--- src/crs_pkg.sv ---
// ---------------------------------------------------------------------------
// CAN receive supervisor package
// Payload types, command format, codes and small helpers.
// ---------------------------------------------------------------------------
package crs_pkg;

  // Operation codes of an input item.
  localparam logic [1:0] OP_FRAME   = 2'd0;
  localparam logic [1:0] OP_TICK    = 2'd1;
  localparam logic [1:0] OP_ERROR   = 2'd2;
  localparam logic [1:0] OP_TX_FAIL = 2'd3;

  // Configuration register indexes.
  localparam logic [1:0] CFG_STUCK_LIMIT   = 2'd0;
  localparam logic [1:0] CFG_ERROR_LIMIT   = 2'd1;
  localparam logic [1:0] CFG_TIMEOUT_TICKS = 2'd2;

  // Configuration reset values.
  localparam logic [7:0]  STUCK_LIMIT_RST   = 8'd5;
  localparam logic [7:0]  ERROR_LIMIT_RST   = 8'd20;
  localparam logic [15:0] TIMEOUT_TICKS_RST = 16'd200;

  // Identifiers of interest.
  localparam logic [10:0] ID_MOTOR_ERR = 11'h001;
  localparam logic [10:0] ID_EMERGENCY = 11'h002;
  localparam logic [10:0] ID_STATUS    = 11'h004;
  localparam logic [10:0] ID_OWN_ACCEL = 11'h012;

  // Node state codes.
  localparam logic [7:0] ST_OFF          = 8'h01;
  localparam logic [7:0] ST_READY        = 8'h02;
  localparam logic [7:0] ST_DRIVE        = 8'h04;
  localparam logic [7:0] ST_EMERGENCY    = 8'h08;
  localparam logic [7:0] ST_MOTOR_ERR    = 8'h10;
  localparam logic [7:0] ST_CENTRAL_DOWN = 8'h20;
  localparam logic [7:0] ST_BROKEN_SELF  = 8'h40;

  // LED command codes.
  localparam logic [7:0] LAMP_READY        = 8'h01;
  localparam logic [7:0] LAMP_EMERGENCY    = 8'h02;
  localparam logic [7:0] LAMP_CENTRAL_DOWN = 8'h04;
  localparam logic [7:0] LAMP_BROKEN_SELF  = 8'h08;
  localparam logic [7:0] LAMP_ALL_OFF      = 8'hFF;

  localparam logic [7:0] COUNT_MAX = 8'hFF;

  typedef struct packed {
    logic [1:0]  op;
    logic [10:0] frame_id;
    logic        frame_extended;
    logic [3:0]  frame_length;
    logic [63:0] frame_payload;
    logic        bus_off_flag;
    logic        ack_error_flag;
    logic        overrun_flag;
  } in_item_t;

  typedef struct packed {
    logic [7:0] node_state_out;
    logic [7:0] lamp_cmd;
    logic       can_stopped;
    logic       checksum_bad;
    logic       stuck_seen;
    logic [7:0] error_count_out;
  } out_item_t;

  // Work kinds handed from the classifier to the state update.
  typedef enum logic [2:0] {
    CMD_NONE,
    CMD_BAD_FRAME,
    CMD_CENTRAL,
    CMD_TICK,
    CMD_ERROR,
    CMD_TX_FAIL
  } cmd_kind_e;

  typedef enum logic [2:0] {
    IDC_OTHER,
    IDC_MOTOR,
    IDC_EMERG,
    IDC_STATUS,
    IDC_ACCEL
  } id_cls_e;

  typedef struct packed {
    cmd_kind_e  kind;
    id_cls_e    cls;
    logic       len_is_8;
    logic [7:0] byte0;
    logic [7:0] byte6;
    logic       bus_off;
    logic       ack_err;
    logic       err_none;
    logic       cks_bad;
  } cmd_t;

  // LED command shown for a node state.
  function automatic logic [7:0] led_for(input logic [7:0] s);
    logic [7:0] led;
    unique case (s)
      ST_READY:                      led = LAMP_READY;
      ST_EMERGENCY:                  led = LAMP_EMERGENCY;
      ST_MOTOR_ERR, ST_CENTRAL_DOWN: led = LAMP_CENTRAL_DOWN;
      ST_BROKEN_SELF:                led = LAMP_BROKEN_SELF;
      default:                       led = LAMP_ALL_OFF;
    endcase
    return led;
  endfunction

  // The node stops its CAN activity in the fault states.
  function automatic logic stopped_for(input logic [7:0] s);
    return (s == ST_MOTOR_ERR) || (s == ST_CENTRAL_DOWN) || (s == ST_BROKEN_SELF);
  endfunction

endpackage

--- src/crs_front.sv ---
// ---------------------------------------------------------------------------
// CAN receive supervisor front end
// Accepts input items, checks the frame checksum and classifies the work.
// ---------------------------------------------------------------------------
module crs_front (
  input  logic              in_valid_i,
  output logic              in_stall_o,
  input  crs_pkg::in_item_t in_item_i,
  input  logic              q_full_i,
  output logic              push_o,
  output crs_pkg::cmd_t     cmd_o
);

  logic [7:0]       sum;
  logic [7:0]       byte7;
  logic             sum_bad;
  crs_pkg::id_cls_e cls;

  // Take an item whenever the queue has room.
  assign in_stall_o = q_full_i;
  assign push_o     = in_valid_i && !q_full_i;

  // Additive checksum over bytes 0 to 6.
  always_comb begin
    sum = 8'd0;
    for (int i = 0; i < 7; i++) begin
      sum = sum + in_item_i.frame_payload[8*i +: 8];
    end
  end

  assign byte7   = in_item_i.frame_payload[63:56];
  assign sum_bad = (sum != byte7);

  // Identifier class.
  always_comb begin
    unique case (in_item_i.frame_id)
      crs_pkg::ID_MOTOR_ERR: cls = crs_pkg::IDC_MOTOR;
      crs_pkg::ID_EMERGENCY: cls = crs_pkg::IDC_EMERG;
      crs_pkg::ID_STATUS:    cls = crs_pkg::IDC_STATUS;
      crs_pkg::ID_OWN_ACCEL: cls = crs_pkg::IDC_ACCEL;
      default:               cls = crs_pkg::IDC_OTHER;
    endcase
  end

  // Build the command for the back end.
  always_comb begin
    cmd_o          = '0;
    cmd_o.kind     = crs_pkg::CMD_NONE;
    cmd_o.cls      = cls;
    cmd_o.len_is_8 = (in_item_i.frame_length == 4'd8);
    cmd_o.byte0    = in_item_i.frame_payload[7:0];
    cmd_o.byte6    = in_item_i.frame_payload[55:48];
    cmd_o.bus_off  = in_item_i.bus_off_flag;
    cmd_o.ack_err  = in_item_i.ack_error_flag;
    cmd_o.err_none = !in_item_i.bus_off_flag && !in_item_i.ack_error_flag &&
                     !in_item_i.overrun_flag;
    cmd_o.cks_bad  = 1'b0;
    unique case (in_item_i.op)
      crs_pkg::OP_FRAME: begin
        // Extended frames are dropped without effect.
        if (!in_item_i.frame_extended) begin
          if (sum_bad) begin
            cmd_o.kind    = crs_pkg::CMD_BAD_FRAME;
            cmd_o.cks_bad = 1'b1;
          end else if (cls == crs_pkg::IDC_MOTOR || cls == crs_pkg::IDC_EMERG ||
                       cls == crs_pkg::IDC_STATUS) begin
            cmd_o.kind = crs_pkg::CMD_CENTRAL;
          end
        end
      end
      crs_pkg::OP_TICK:    cmd_o.kind = crs_pkg::CMD_TICK;
      crs_pkg::OP_ERROR:   cmd_o.kind = crs_pkg::CMD_ERROR;
      crs_pkg::OP_TX_FAIL: cmd_o.kind = crs_pkg::CMD_TX_FAIL;
      default:             cmd_o.kind = crs_pkg::CMD_NONE;
    endcase
  end

endmodule

--- src/crs_queue.sv ---
// ---------------------------------------------------------------------------
// CAN receive supervisor command queue
// Short first-in first-out queue between the front and back ends.
// ---------------------------------------------------------------------------
module crs_queue #(
  parameter int Depth = 2
) (
  input  logic          clk_i,
  input  logic          rst_ni,
  input  logic          push_i,
  input  crs_pkg::cmd_t cmd_i,
  input  logic          pop_i,
  output logic          full_o,
  output logic          empty_o,
  output crs_pkg::cmd_t cmd_o
);

  localparam int PtrW = (Depth > 1) ? $clog2(Depth) : 1;
  localparam int CntW = $clog2(Depth + 1);
  localparam logic [PtrW-1:0] LastPtr = PtrW'(Depth - 1);
  localparam logic [CntW-1:0] FullCnt = CntW'(Depth);

  crs_pkg::cmd_t   mem_q [Depth];
  logic [PtrW-1:0] wr_ptr_q, wr_ptr_d;
  logic [PtrW-1:0] rd_ptr_q, rd_ptr_d;
  logic [CntW-1:0] count_q, count_d;

  assign full_o  = (count_q == FullCnt);
  assign empty_o = (count_q == '0);
  assign cmd_o   = mem_q[rd_ptr_q];

  // Pointer and fill count update.
  always_comb begin
    wr_ptr_d = wr_ptr_q;
    rd_ptr_d = rd_ptr_q;
    count_d  = count_q;
    if (push_i) begin
      wr_ptr_d = (wr_ptr_q == LastPtr) ? '0 : wr_ptr_q + PtrW'(1);
    end
    if (pop_i) begin
      rd_ptr_d = (rd_ptr_q == LastPtr) ? '0 : rd_ptr_q + PtrW'(1);
    end
    if (push_i && !pop_i) begin
      count_d = count_q + CntW'(1);
    end else if (pop_i && !push_i) begin
      count_d = count_q - CntW'(1);
    end
  end

  always_ff @(posedge clk_i or negedge rst_ni) begin
    if (!rst_ni) begin
      wr_ptr_q <= '0;
      rd_ptr_q <= '0;
      count_q  <= '0;
    end else begin
      wr_ptr_q <= wr_ptr_d;
      rd_ptr_q <= rd_ptr_d;
      count_q  <= count_d;
    end
  end

  // Entry storage.
  always_ff @(posedge clk_i) begin
    if (push_i) begin
      mem_q[wr_ptr_q] <= cmd_i;
    end
  end

endmodule

--- src/crs_back.sv ---
// ---------------------------------------------------------------------------
// CAN receive supervisor back end
// Updates the node state from queued commands and registers each result.
// ---------------------------------------------------------------------------
module crs_back (
  input  logic               clk_i,
  input  logic               rst_ni,
  input  logic               cfg_we_i,
  input  logic [1:0]         cfg_idx_i,
  input  logic [15:0]        cfg_wdata_i,
  input  logic               q_empty_i,
  input  crs_pkg::cmd_t      cmd_i,
  output logic               pop_o,
  output logic               out_valid_o,
  input  logic               out_stall_i,
  output crs_pkg::out_item_t out_item_o
);

  logic [7:0]  stuck_limit_q;
  logic [7:0]  error_limit_q;
  logic [15:0] timeout_ticks_q;

  logic [7:0]  state_q, state_d;
  logic [7:0]  last_roll_q, last_roll_d;
  logic [7:0]  repeat_q, repeat_d;
  logic [7:0]  err_cnt_q, err_cnt_d;
  // Ticks since the last valid central frame, modulo 2^32.
  logic [31:0] elapsed_q, elapsed_d;

  logic        out_valid_q;
  crs_pkg::out_item_t out_q;

  logic [7:0]  err_inc;
  logic [7:0]  rep_inc;
  logic [31:0] elapsed_inc;
  logic        stuck;
  logic        heartbeat_state;

  // A command leaves the queue when the output register is free or being taken.
  assign pop_o = !q_empty_i && (!out_valid_q || !out_stall_i);

  assign err_inc     = (err_cnt_q == crs_pkg::COUNT_MAX) ? err_cnt_q : err_cnt_q + 8'd1;
  assign rep_inc     = (repeat_q == crs_pkg::COUNT_MAX) ? repeat_q : repeat_q + 8'd1;
  assign elapsed_inc = elapsed_q + 32'd1;
  assign heartbeat_state = (state_q == crs_pkg::ST_READY) || (state_q == crs_pkg::ST_DRIVE) ||
                           (state_q == crs_pkg::ST_EMERGENCY) ||
                           (state_q == crs_pkg::ST_MOTOR_ERR);

  // Node state update for one command.
  always_comb begin
    state_d     = state_q;
    last_roll_d = last_roll_q;
    repeat_d    = repeat_q;
    err_cnt_d   = err_cnt_q;
    elapsed_d   = elapsed_q;
    stuck       = 1'b0;
    if (pop_o) begin
      unique case (cmd_i.kind)
        crs_pkg::CMD_NONE: begin
        end
        crs_pkg::CMD_BAD_FRAME: begin
          if (cmd_i.cls == crs_pkg::IDC_STATUS) begin
            err_cnt_d = err_inc;
            if (err_inc >= error_limit_q) begin
              state_d = crs_pkg::ST_CENTRAL_DOWN;
            end
          end
        end
        crs_pkg::CMD_CENTRAL: begin
          // Rolling counter history shared by all central identifiers.
          if (cmd_i.byte6 == last_roll_q) begin
            repeat_d = rep_inc;
            stuck    = (rep_inc > stuck_limit_q);
          end else begin
            repeat_d    = 8'd0;
            last_roll_d = cmd_i.byte6;
          end
          if (stuck) begin
            if (cmd_i.cls == crs_pkg::IDC_STATUS) begin
              err_cnt_d = err_inc;
              if (err_inc >= error_limit_q) begin
                state_d = crs_pkg::ST_CENTRAL_DOWN;
              end
            end
          end else begin
            if (cmd_i.cls == crs_pkg::IDC_MOTOR) begin
              state_d = crs_pkg::ST_MOTOR_ERR;
            end else if (cmd_i.cls == crs_pkg::IDC_EMERG) begin
              state_d = crs_pkg::ST_EMERGENCY;
            end else if (cmd_i.len_is_8) begin
              state_d = cmd_i.byte0;
            end
            err_cnt_d = 8'd0;
            elapsed_d = 32'd0;
          end
        end
        crs_pkg::CMD_TICK: begin
          elapsed_d = elapsed_inc;
          if (heartbeat_state && (elapsed_inc > {16'd0, timeout_ticks_q})) begin
            state_d = crs_pkg::ST_CENTRAL_DOWN;
          end
        end
        crs_pkg::CMD_ERROR: begin
          if (cmd_i.bus_off || cmd_i.err_none) begin
            state_d = crs_pkg::ST_BROKEN_SELF;
          end
          if (cmd_i.ack_err) begin
            err_cnt_d = err_inc;
          end
        end
        crs_pkg::CMD_TX_FAIL: begin
          if (cmd_i.cls == crs_pkg::IDC_ACCEL) begin
            state_d = crs_pkg::ST_BROKEN_SELF;
          end else if (cmd_i.cls == crs_pkg::IDC_STATUS) begin
            err_cnt_d = err_inc;
            if (err_inc >= error_limit_q) begin
              state_d = crs_pkg::ST_CENTRAL_DOWN;
            end
          end
        end
        default: begin
        end
      endcase
    end
  end

  // Configuration and supervision state.
  always_ff @(posedge clk_i or negedge rst_ni) begin
    if (!rst_ni) begin
      stuck_limit_q   <= crs_pkg::STUCK_LIMIT_RST;
      error_limit_q   <= crs_pkg::ERROR_LIMIT_RST;
      timeout_ticks_q <= crs_pkg::TIMEOUT_TICKS_RST;
      state_q         <= crs_pkg::ST_OFF;
      last_roll_q     <= 8'd0;
      repeat_q        <= 8'd0;
      err_cnt_q       <= 8'd0;
      elapsed_q       <= 32'd0;
      out_valid_q     <= 1'b0;
    end else begin
      if (cfg_we_i) begin
        unique case (cfg_idx_i)
          crs_pkg::CFG_STUCK_LIMIT:   stuck_limit_q   <= cfg_wdata_i[7:0];
          crs_pkg::CFG_ERROR_LIMIT:   error_limit_q   <= cfg_wdata_i[7:0];
          crs_pkg::CFG_TIMEOUT_TICKS: timeout_ticks_q <= cfg_wdata_i;
          default: begin
          end
        endcase
      end
      state_q     <= state_d;
      last_roll_q <= last_roll_d;
      repeat_q    <= repeat_d;
      err_cnt_q   <= err_cnt_d;
      elapsed_q   <= elapsed_d;
      if (pop_o) begin
        out_valid_q <= 1'b1;
      end else if (!out_stall_i) begin
        out_valid_q <= 1'b0;
      end
    end
  end

  // Result register, loaded with the state after the update.
  always_ff @(posedge clk_i) begin
    if (pop_o) begin
      out_q.node_state_out  <= state_d;
      out_q.lamp_cmd        <= crs_pkg::led_for(state_d);
      out_q.can_stopped     <= crs_pkg::stopped_for(state_d);
      out_q.checksum_bad    <= cmd_i.cks_bad;
      out_q.stuck_seen      <= stuck;
      out_q.error_count_out <= err_cnt_d;
    end
  end

  assign out_valid_o = out_valid_q;
  assign out_item_o  = out_q;

endmodule

--- src/can_rx_supervisor.sv ---
// ---------------------------------------------------------------------------
// CAN receive supervisor
// Node state keeping and checking of received CAN frames, ticks and events.
// ---------------------------------------------------------------------------
// Each accepted item (frame, tick, error event or transmit failure) yields
// exactly one result carrying the node state after the update, the LED
// command, the CAN-stop flag, the checksum and stuck-counter verdicts and the
// central error count. The block sustains one item per clock cycle while the output
// side does not stall; each command passes through the command queue, and the
// combinational state update loads the output register when the command is
// popped, which waits while the output side stalls. The queue holds
// QueueDepth commands, so the input side keeps accepting while a result
// waits. Configuration writes must be issued only while no item is in
// flight.
module can_rx_supervisor #(
  parameter int QueueDepth = 2
) (
  input  logic               clk_i,
  input  logic               rst_ni,
  input  logic               cfg_we_i,
  input  logic [1:0]         cfg_idx_i,
  input  logic [15:0]        cfg_wdata_i,
  input  logic               in_valid_i,
  output logic               in_stall_o,
  input  crs_pkg::in_item_t  in_item_i,
  output logic               out_valid_o,
  input  logic               out_stall_i,
  output crs_pkg::out_item_t out_item_o
);

  logic          push;
  logic          pop;
  logic          q_full;
  logic          q_empty;
  crs_pkg::cmd_t front_cmd;
  crs_pkg::cmd_t back_cmd;

  // Classification of incoming items.
  crs_front u_front (
    .in_valid_i (in_valid_i),
    .in_stall_o (in_stall_o),
    .in_item_i  (in_item_i),
    .q_full_i   (q_full),
    .push_o     (push),
    .cmd_o      (front_cmd)
  );

  // Command queue between the two halves.
  crs_queue #(
    .Depth (QueueDepth)
  ) u_queue (
    .clk_i   (clk_i),
    .rst_ni  (rst_ni),
    .push_i  (push),
    .cmd_i   (front_cmd),
    .pop_i   (pop),
    .full_o  (q_full),
    .empty_o (q_empty),
    .cmd_o   (back_cmd)
  );

  // State update and result register.
  crs_back u_back (
    .clk_i       (clk_i),
    .rst_ni      (rst_ni),
    .cfg_we_i    (cfg_we_i),
    .cfg_idx_i   (cfg_idx_i),
    .cfg_wdata_i (cfg_wdata_i),
    .q_empty_i   (q_empty),
    .cmd_i       (back_cmd),
    .pop_o       (pop),
    .out_valid_o (out_valid_o),
    .out_stall_i (out_stall_i),
    .out_item_o  (out_item_o)
  );

endmodule

--- config.mk ---
export PLATFORM = sky130hd
export DESIGN_NAME = can_rx_supervisor
export DESIGN_NICKNAME = d
export VERILOG_FILES = /design/src/crs_pkg.sv /design/src/crs_front.sv /design/src/crs_queue.sv /design/src/crs_back.sv /design/src/can_rx_supervisor.sv
export SDC_FILE = /design/constraint.sdc
export NUM_CORES = 1
export LEC_CHECK = 0
export BUFFER_PORTS_ARGS = -buffer_cell sky130_fd_sc_hd__buf_2
export CORE_MARGIN = 4
export CORE_UTILIZATION = 40
export CTS_BUF_LIST = sky130_fd_sc_hd__clkbuf_4 sky130_fd_sc_hd__clkbuf_8
export CTS_CLUSTER_SIZE = 30
export DETAILED_ROUTE_END_ITERATION = 7
export PLACE_DENSITY = 0.62
export SLEW_MARGIN = 10
export SYNTH_ARGS = -nofsm -noshare
export SYNTH_HDL_FRONTEND = slang
export SYNTH_SLANG_ARGS = --single-unit
--- constraint.sdc ---
create_clock -name clk_i -period 4.7 [get_ports clk_i]
set_clock_uncertainty 0.1 [all_clocks]
set_input_delay 0.705 -clock clk_i [delete_from_list [all_inputs] [get_ports clk_i]]
set_output_delay 0.705 -clock clk_i [all_outputs]
set_load 0.05 [all_outputs]
Yosys cells after proc, flatten, opt, wreduce, memory -nomap -nowiden
Memories as Yosys holds them, arrays and structs flattened.
Index checks and enable logic that the tools add are counted.
{ "totals": {"ff_bits": 128, "ramBits": 54, "input_bits": 108, "out_inout_bits": 29, "word_cells": 153, "memories": 1} }
{ "memory_table": {"columns": ["memory", "depth", "width", "read_ports", "rd_clocked_by_memory_dff", "wr", "line_no", "source"], "rows": [
  ["u_queue.mem_q", 2, 27, 1, 0, 1, "crs_queue.sv:23", "crs_pkg::cmd_t mem_q [Depth];"]
]} }
{ "op_classes": {"addsub": 13, "order_cmp": 3, "n_eq_ne": 38, "mux": 42, "n_bitwise": 1, "reduce_logical": 37} }
{ "op_table": {"columns": ["op", "count"], "rows": [
  ["$mux W8", 18],
  ["$pmux W32 S2", 1],
  ["$pmux W8 S4", 2],
  ["$add A8 B8 Y8", 6],
  ["$pmux W8 S5", 1],
  ["$add A32 B1 Y32 const B", 1],
  ["$gt A32 B16 Y1", 1],
  ["$mux W32", 1],
  ["$pmux W3 S4", 2],
  ["$eq A3 B2 Y1 const B", 6],
  ["$add A8 B1 Y8 const B", 2],
  ["$eq A8 B2 Y1 const B", 2],
  ["$eq A8 B4 Y1 const B", 2],
  ["$eq A8 B5 Y1 const B", 2],
  ["$eq A8 B8 Y1 const B", 2],
  ["$mux W1", 12],
  ["$eq A11 B1 Y1 const B", 1],
  ["$eq A11 B2 Y1 const B", 1],
  ["$eq A11 B3 Y1 const B", 1],
  ["$eq A11 B5 Y1 const B", 1],
  ["$eq A3 B1 Y1 const B", 3],
  ["$eq A3 B3 Y1 const B", 3],
  ["$logic_not A1 Y1", 9],
  ["$logic_or A1 B1 Y1", 9],
  ["24 further kinds", 45]
]} }

Depth between registers and ports, before layout
Gate-level depths: netlist (run 1).
{ "depth": {"depth_word": 12, "mapped_depth": 19, "depth_no_buf": 18} }

Hierarchy
A second synthesis (run 1) with hierarchy kept.
{ "unflattened": {"cells_unflattened": 1047, "area_unflattened_um2": 11283.3} }
{ "by_module_without_submodules": {"columns": ["module", "instances", "cells_per_inst", "area_per_inst_um2", "seq_area_each_um2"], "rows": [
  ["crs_back", 1, 792, 7552.2, 3158.0],
  ["crs_queue", 1, 100, 2234.6, 1721.7],
  ["crs_front", 1, 155, 1496.4, 0.0]
]} }

Least setup slack after synthesis (run 1)
Ideal clock, no wire load.
{ "synth_path": {"path_kind": "input-to-reg", "start": "input port in_item_i[5] (netlist bit)", "end": "memory u_queue.mem_q[0][25] (netlist bit) (data pin)", "t_arrival_ps": 4774, "required_ps": 4443, "setup_slack_ps": -331, "stages": 16, "path_buffers": 0, "path_cell_list": "fa_1 > inv_1 > fa_1 > fa_1 > inv_1 > fa_1 > fa_1 > a21o_1 > a21o_1 > a21o_1 > a21oi_1 > xnor2_1 > nand2_1 > nor4_1 > o211ai_1 > a21oi_1"} }
{ "synth_rtl": {"columns": ["element", "line_no", "source"], "rows": [
  ["start, declared", "can_rx_supervisor.sv:25", "input crs_pkg::in_item_t in_item_i,"],
  ["end, declared", "crs_queue.sv:23", null]
]} }

==> results of run 1 <==
## registers in the layout, indices dropped and copies added (netlist names)
signal                  cells
u_back.timeout_ticks_q     16
u_back.stuck_limit_q        8
u_back.state_q              8
u_back.elapsed_q           32
u_queue.wr_ptr_q            1
u_queue.mem_q              54
u_back.out_item_o          24
u_back.repeat_q             8
u_back.error_limit_q        8
u_back.err_cnt_q            8
u_queue.rd_ptr_q            1
u_queue.count_q             2
u_back.out_valid_o          1
u_back.last_roll_q          8
## layout by cell type (no fill, tap or decap), drive strengths merged, types with 45 or more instances in the layout
cell,Yosys,layout
edfxtp,78,78
o21ai,85,85
ha,45,45
dfrtp,93,93
nor2,70,70
inv,87,92
a21oi,48,48
buf,16,205
nand2,82,82
xnor2,60,60
## repair_timing
item,CTS,global route
gates resized for setup,4,29
pin swaps,2,25
setup buffers,0,8
endpoints found under the setup margin,5,8
## final cells by class
cell class              instances  area (um2)
multi-input cells             747        5820
well taps                     372         465
fillers                      2499       13900
inverters                      87         327
flip-flops and latches        179        4880
repair buffers                205        1220
clock buffers                  18         241
clock inverters                14         196
## per-layer routing
layer,wire length [um],share of wire
met2,12500,0.50
met1,11000,0.44
met4,263,0.011
met3,1240,0.050
met5,0,0
## critical path: cells and delay by family
family	cells	cell delay, ns
adders and majority gates	6	2.39
and+or+nand+nor	2	0.38
buffers and inverters	4	0.33
AOI/OAI and AO/OA	5	0.78
xor gates and xnor gates	1	0.13
## path summary, 6_finish.rpt
path / depth (start not counted) / from / to
setup / recovery: 18 / in_item_i[44] / u_queue.mem_q[1][24]
hold / removal: 1 / rst_ni / u_back.timeout_ticks_q[13]
setup reg to reg: 17 / u_back.repeat_q[0] / u_back.out_item_o[12]
hold reg to reg: 2 / u_back.out_valid_o / u_back.out_valid_o
max in group asynchronous: 2 / rst_ni / u_back.state_q[0]
min in group clk_i: 3 / out_stall_i / u_back.out_valid_o
## metrics by stage
stage,std cells,setup slack [ns]
floorplan,1053,-0.0980
global placement,1582,-0.394
detailed placement,1582,-0.538
CTS,1614,0.0253
global route,1622,-0.0728
finish,1622,0.0956
## power by group
group	internal (uW)	total, uW	switching [uW]
logic	1320	3130	1810
registers	2060	2310	243
clock network	466	1120	658
total	3840	6560	2710
## kinds of logic (layout without fill, tap and decap cells)
group                      Yosys count  count (layout)  share of synthesized area
buffers and inverters              127             324                     0.0505
xor gates and xnor gates            75              75                     0.0593
AOI/OAI and AO/OA                  236             236                      0.141
and+or+nand+nor                    307             307                      0.149
adders and majority gates           77              77                      0.109
DFF                                179             179                      0.440
muxes                               52              52                     0.0505
==> flow_summary.json, run 1 <==
{
  "ys_ff_latch": 179,
  "gp_congestion": 0.828,
  "post_synth_instance_area_mm2": 0.0111,
  "grt_remaining_overflow": 0,
  "start_kind": "input port",
  "setup_viol": 0,
  "synth-async-reset-ratio": 0.564,
  "port_buffers": 136,
  "grt_use_met1": 0.206,
  "yosysUniqueCellTypes": 85,
  "max-slew-margin-rel": 0.381,
  "arrival_ns": 4.72,
  "synth_common_cells": "dfrtp_1, inv_1, nand2_1",
  "grt_use_met3": 0.0383,
  "p_per_area_mw_per_mm2": 498,
  "final_hold_viol_count": 0,
  "ant_nets": 0,
  "syn_inst": 1053,
  "final_cell_area_mm2": 0.0132,
  "cp_slowest_cell": "fa_1",
  "cts.clk_slew.worst_paths_ns": 0.11,
  "ios": 137,
  "synthTopCellsByArea": "edfxtp_1, dfrtp_1, fa_1",
  "syn_to_final_growth_pct": 18.7,
  "worst_pin_slew_ns": 0.929,
  "synth_ff_type": "dfrtp_1",
  "power.total_uw": 6560,
  "min_period_ns": 4.60,
  "finalWirelength_um": 25000,
  "clkLatencyLatePin_ns": 0.48,
  "ctsHtreeMaxLevel": 4,
  "fmax_mhz": 217,
  "post-route-util": 0.485,
  "synth_top_cell_by_area": "edfxtp_1",
  "vias_per_cell": 5.11,
  "cts_buffers": 17,
  "die_h_um": 174,
  "netlist.area_leader.share": 0.211,
  "clock_path_buffers": 2,
  "rsz0062_at_grt": "true",
  "drtIter0Drc": 582,
  "met2_usage": 0.297,
  "ys.warnings.count": 0,
  "core_mm2": 0.0271,
  "hold_class": "input port to async pin",
  "antenna_found_initial": 0,
  "whs_ns": 0.258,
  "endpoint_kind": "flop",
  "reg2reg_setup_slack_ns": 0.19,
  "yosysSeqAreaShare": 0.440,
  "syn_nets": 1238,
  "fin_tns_setup_ns": 0,
  "synth_area_per_cell_um2": 10.5,
  "wl_per_cell_um": 15.4,
  "cp_cell_sequence": "buf_6 -> fa_1 -> inv_2 -> fa_1 -> inv_2 -> fa_1 -> ha_4 -> ha_4 -> fa_2 -> a21o_1 -> a21o_1 -> a21o_1 -> a21oi_2 -> xnor2_1 -> nand2_1 -> nor4_4 -> buf_4 -> o31ai_1",
  "grt_max_degree": 74,
  "fin_crit_sh": 0.980,
  "cts_sinks": 179,
  "cts_tree": "built",
  "ir_worst_vdd_mv": 0.267,
  "dieArea_mm2": 0.0304,
  "remaining_drc_errors": 0,
  "final_max_slew_viol_count": 0,
  "firstDrtPassIters": 5,
  "via_count": 8288,
  "p_leak_uw": 0.00570,
  "crit_type": "input port to flop",
  "diodes": 0,
  "grt_pass1_wl_um": 42000,
  "max_stage_delay_ns": 0.56,
  "grt-busiest-layer": "met2",
  "die_w_um": 174,
  "dpl.hpwl_um": 19100,
  "drv_cap": 0,
  "crit_required_ns": 4.81,
  "ctsHoldBuffers": 0,
  "drive_above_1_share": 0.276,
  "start_util": 0.409,
  "synth-edff-count": 78,
  "place_area_mm2": 0.0125,
  "grt_pass1_vias": 8463,
  "rows": 60,
  "critical_path.max_fanout": 2,
  "root_buffer": "clkbuf_8",
  "yosysMostFrequentCell": "dfrtp_1",
  "outcome": "finished, final reports clean",
  "finalNetCount": 1422,
  "grt_util_all_layers": 0.167
}
(Power assumes the default switching activity.)
==> run 2, diff against run 1 <==
PLACE_DENSITY = unset   (was 0.62)
==> run 2 against run 1 <==
First-iteration DRC count shrank 24%. Power down 2.5%. Hold slack gained 0.019 ns. Core utilization shrank 0.75 points. Global-route usage rose by 0.30 points. Critical path depth decreased by 1. Final cell count down 0.68%. Combinational power is 4% lower. Cell area decreased by 1.5%. Sequential share of layout area increased by 0.59 points.
==> flow_summary.json, run 2 (synthesized netlist as in run 1, its figures left out) <==
{
  "final_cell_mix": "buf_2, dfrtp_1, inv_1, nand2_1",
  "max-slew-margin-rel": 0.374,
  "clock_path_buffers": 2,
  "wl_met2_um": 12800,
  "wl_per_cell_um": 15.7,
  "fin_tns_setup_ns": 0,
  "antenna_found_initial": 3,
  "ctsHtreeMaxLevel": 4,
  "fin_crit_sh": 0.970,
  "die_w_um": 174,
  "cp_cell_sequence": "buf_2 -> fa_1 -> inv_1 -> fa_1 -> fa_1 -> inv_1 -> fa_1 -> ha_1 -> a21o_1 -> a21o_1 -> a21o_1 -> a21oi_2 -> xnor2_1 -> nand2_1 -> nor4_4 -> o211ai_1 -> a21oi_1",
  "final_common_cell": "buf_2",
  "firstDrtPassIters": 7,
  "worst-path-buf-inv": 3,
  "crit_top_cell": "fa_1",
  "p_leak_uw": 0.00561,
  "crit_family": "adder cells",
  "grt_remaining_overflow": 0,
  "pre_cts_ws_ns": -0.489,
  "cts.clk_slew.worst_paths_ns": 0.10,
  "final_hold_viol_count": 0,
  "max_stage_delay_ns": 0.53,
  "gp_congestion": 0.815,
  "finalNetCount": 1410,
  "ios": 137,
  "drtIter0Drc": 444,
  "grt_pass1_vias": 8516,
  "core_mm2": 0.0271,
  "grt_max_degree": 73,
  "vias_per_cell": 5.20,
  "endpoint_kind": "flop",
  "root_buffer": "clkbuf_8",
  "cts_tree": "built",
  "start_kind": "input port",
  "cts_sinks": 179,
  "grt_util_all_layers": 0.170,
  "rows": 60,
  "ctsHoldBuffers": 0,
  "start_util": 0.409,
  "drt-met1-wl_um": 10900,
  "die_h_um": 174,
  "fillCellCount": 2523,
  "final_max_slew_viol_count": 0,
  "remaining_drc_errors": 0,
  "top_register": "u_queue.mem_q",
  "largest_reg_flops": 54,
  "p_per_area_mw_per_mm2": 493,
  "clkLatencyLatePin_ns": 0.47,
  "timing.final.ws_setup_ns": 0.142,
  "top_layer_used": "met5",
  "cp_slowest_cell": "fa_1",
  "worst_pin_slew_ns": 0.939,
  "ir_worst_vdd_mv": 0.300,
  "drv_cap": 0,
  "arrival_ns": 4.76,
  "crit_type": "input port to flop",
  "outcome": "finished, final reports clean",
  "wl_met3_um": 1340,
  "dpl.hpwl_um": 19300,
  "min_period_ns": 4.56,
  "port_buffers": 136,
  "setup_viol": 0,
  "cts_buffers": 17,
  "crit_required_ns": 4.90,
  "grt_pass1_wl_um": 42500,
  "dieArea_mm2": 0.0304,
  "ant_nets": 0,
  "fmax_mhz": 219,
  "drive_above_1_share": 0.260,
  "critical_path.max_fanout": 3,
  "hold_class": "input port to async pin",
  "syn_to_final_growth_pct": 16.9,
  "finalWirelength_um": 25300,
  "via_count": 8380
}
-- run 2: final timing paths --
| path | start | endpoint | slack (ns) | cells past startpoint |
|---|---|---|---|---|
| min in group clk_i | in_item_i[2] | u_queue.mem_q[0][3] | 0.34 | 1 |
| max in group asynchronous | rst_ni | u_back.state_q[0] | 3.23 | 2 |
| hold / removal | rst_ni | u_back.timeout_ticks_q[14] | 0.28 | 1 |
| hold reg to reg | u_back.out_valid_o | u_back.out_valid_o | 0.40 | 2 |
| setup / recovery | in_item_i[4] | u_queue.mem_q[1][25] | 0.14 | 17 |
| setup reg to reg | u_back.elapsed_q[2] | u_back.out_item_o[12] | 0.22 | 16 |
-- run 2: final cells by class --
cell class,count,area (um2),area share
diodes,1,2.50,0.000193
clock buffers,18,241,0.0186
clock inverters,14,168,0.0129
inverters,87,327,0.0252
multi-input cells,747,5750,0.444
flip-flops and latches,179,4880,0.377
well taps,372,465,0.0359
repair buffers,193,1110,0.0858
-- run 2: timing repair --
item | in CTS | in global routing
buffers inserted | 0 | 4
setup endpoints to repair | 1 | 12
gates resized for setup | 1 | 16
hold endpoints to repair | 0 | 0
pin swaps | 0 | 11
-- run 2: where the power goes --
group | switching (uW) | internal [uW]
sequential | 252 | 2060
combinational | 1780 | 1240
clock | 648 | 410
total | 2680 | 3710
-- run 2: stage by stage --
| stage | instance area, um2 | utilization | power, uW | instances | hold slack (ns) |
|---|---|---|---|---|---|
| 6_report | 13000 | 0.478 | 6390 | 1611 | 0.277 |
| 5_1_grt | 13000 | 0.478 | 6900 | 1611 | 0.292 |
| 4_1_cts | 12800 | 0.474 | 6420 | 1606 | 0.299 |
| 3_5_place_dp | 12400 | 0.458 | 5330 | 1574 | 0.371 |
| 3_3_place_gp | 12400 | 0.458 | 5260 | 1574 | 0.366 |
| 2_1_floorplan | 11100 | - | 4510 | 1053 | 0.309 |
-- run 2: worst reg2reg max path: stages, from the launching register on --
cell and delay (ns):
dfrtp_1 0.42, nand4_1 0.17, or2_4 0.32, nor4_2 0.32, buf_4 0.18, xor2_1 0.17, ha_1 0.27, nand4_1 0.15
nor2_1 0.07, a221o_1 0.32, a211o_2 0.30, a22oi_4 0.22, nand4_4 0.17, o211a_1 0.30, xnor2_1 0.16, or3_1 0.32
a211o_1 0.29
-- run 2: per-layer routing --
layer / GRT usage / vias up
li1: - / 4134
met1: 0.211 / 4016
met2: 0.304 / 202
met3: 0.0387 / 24
met4: 0.0346 / 4
met5: 0 / -
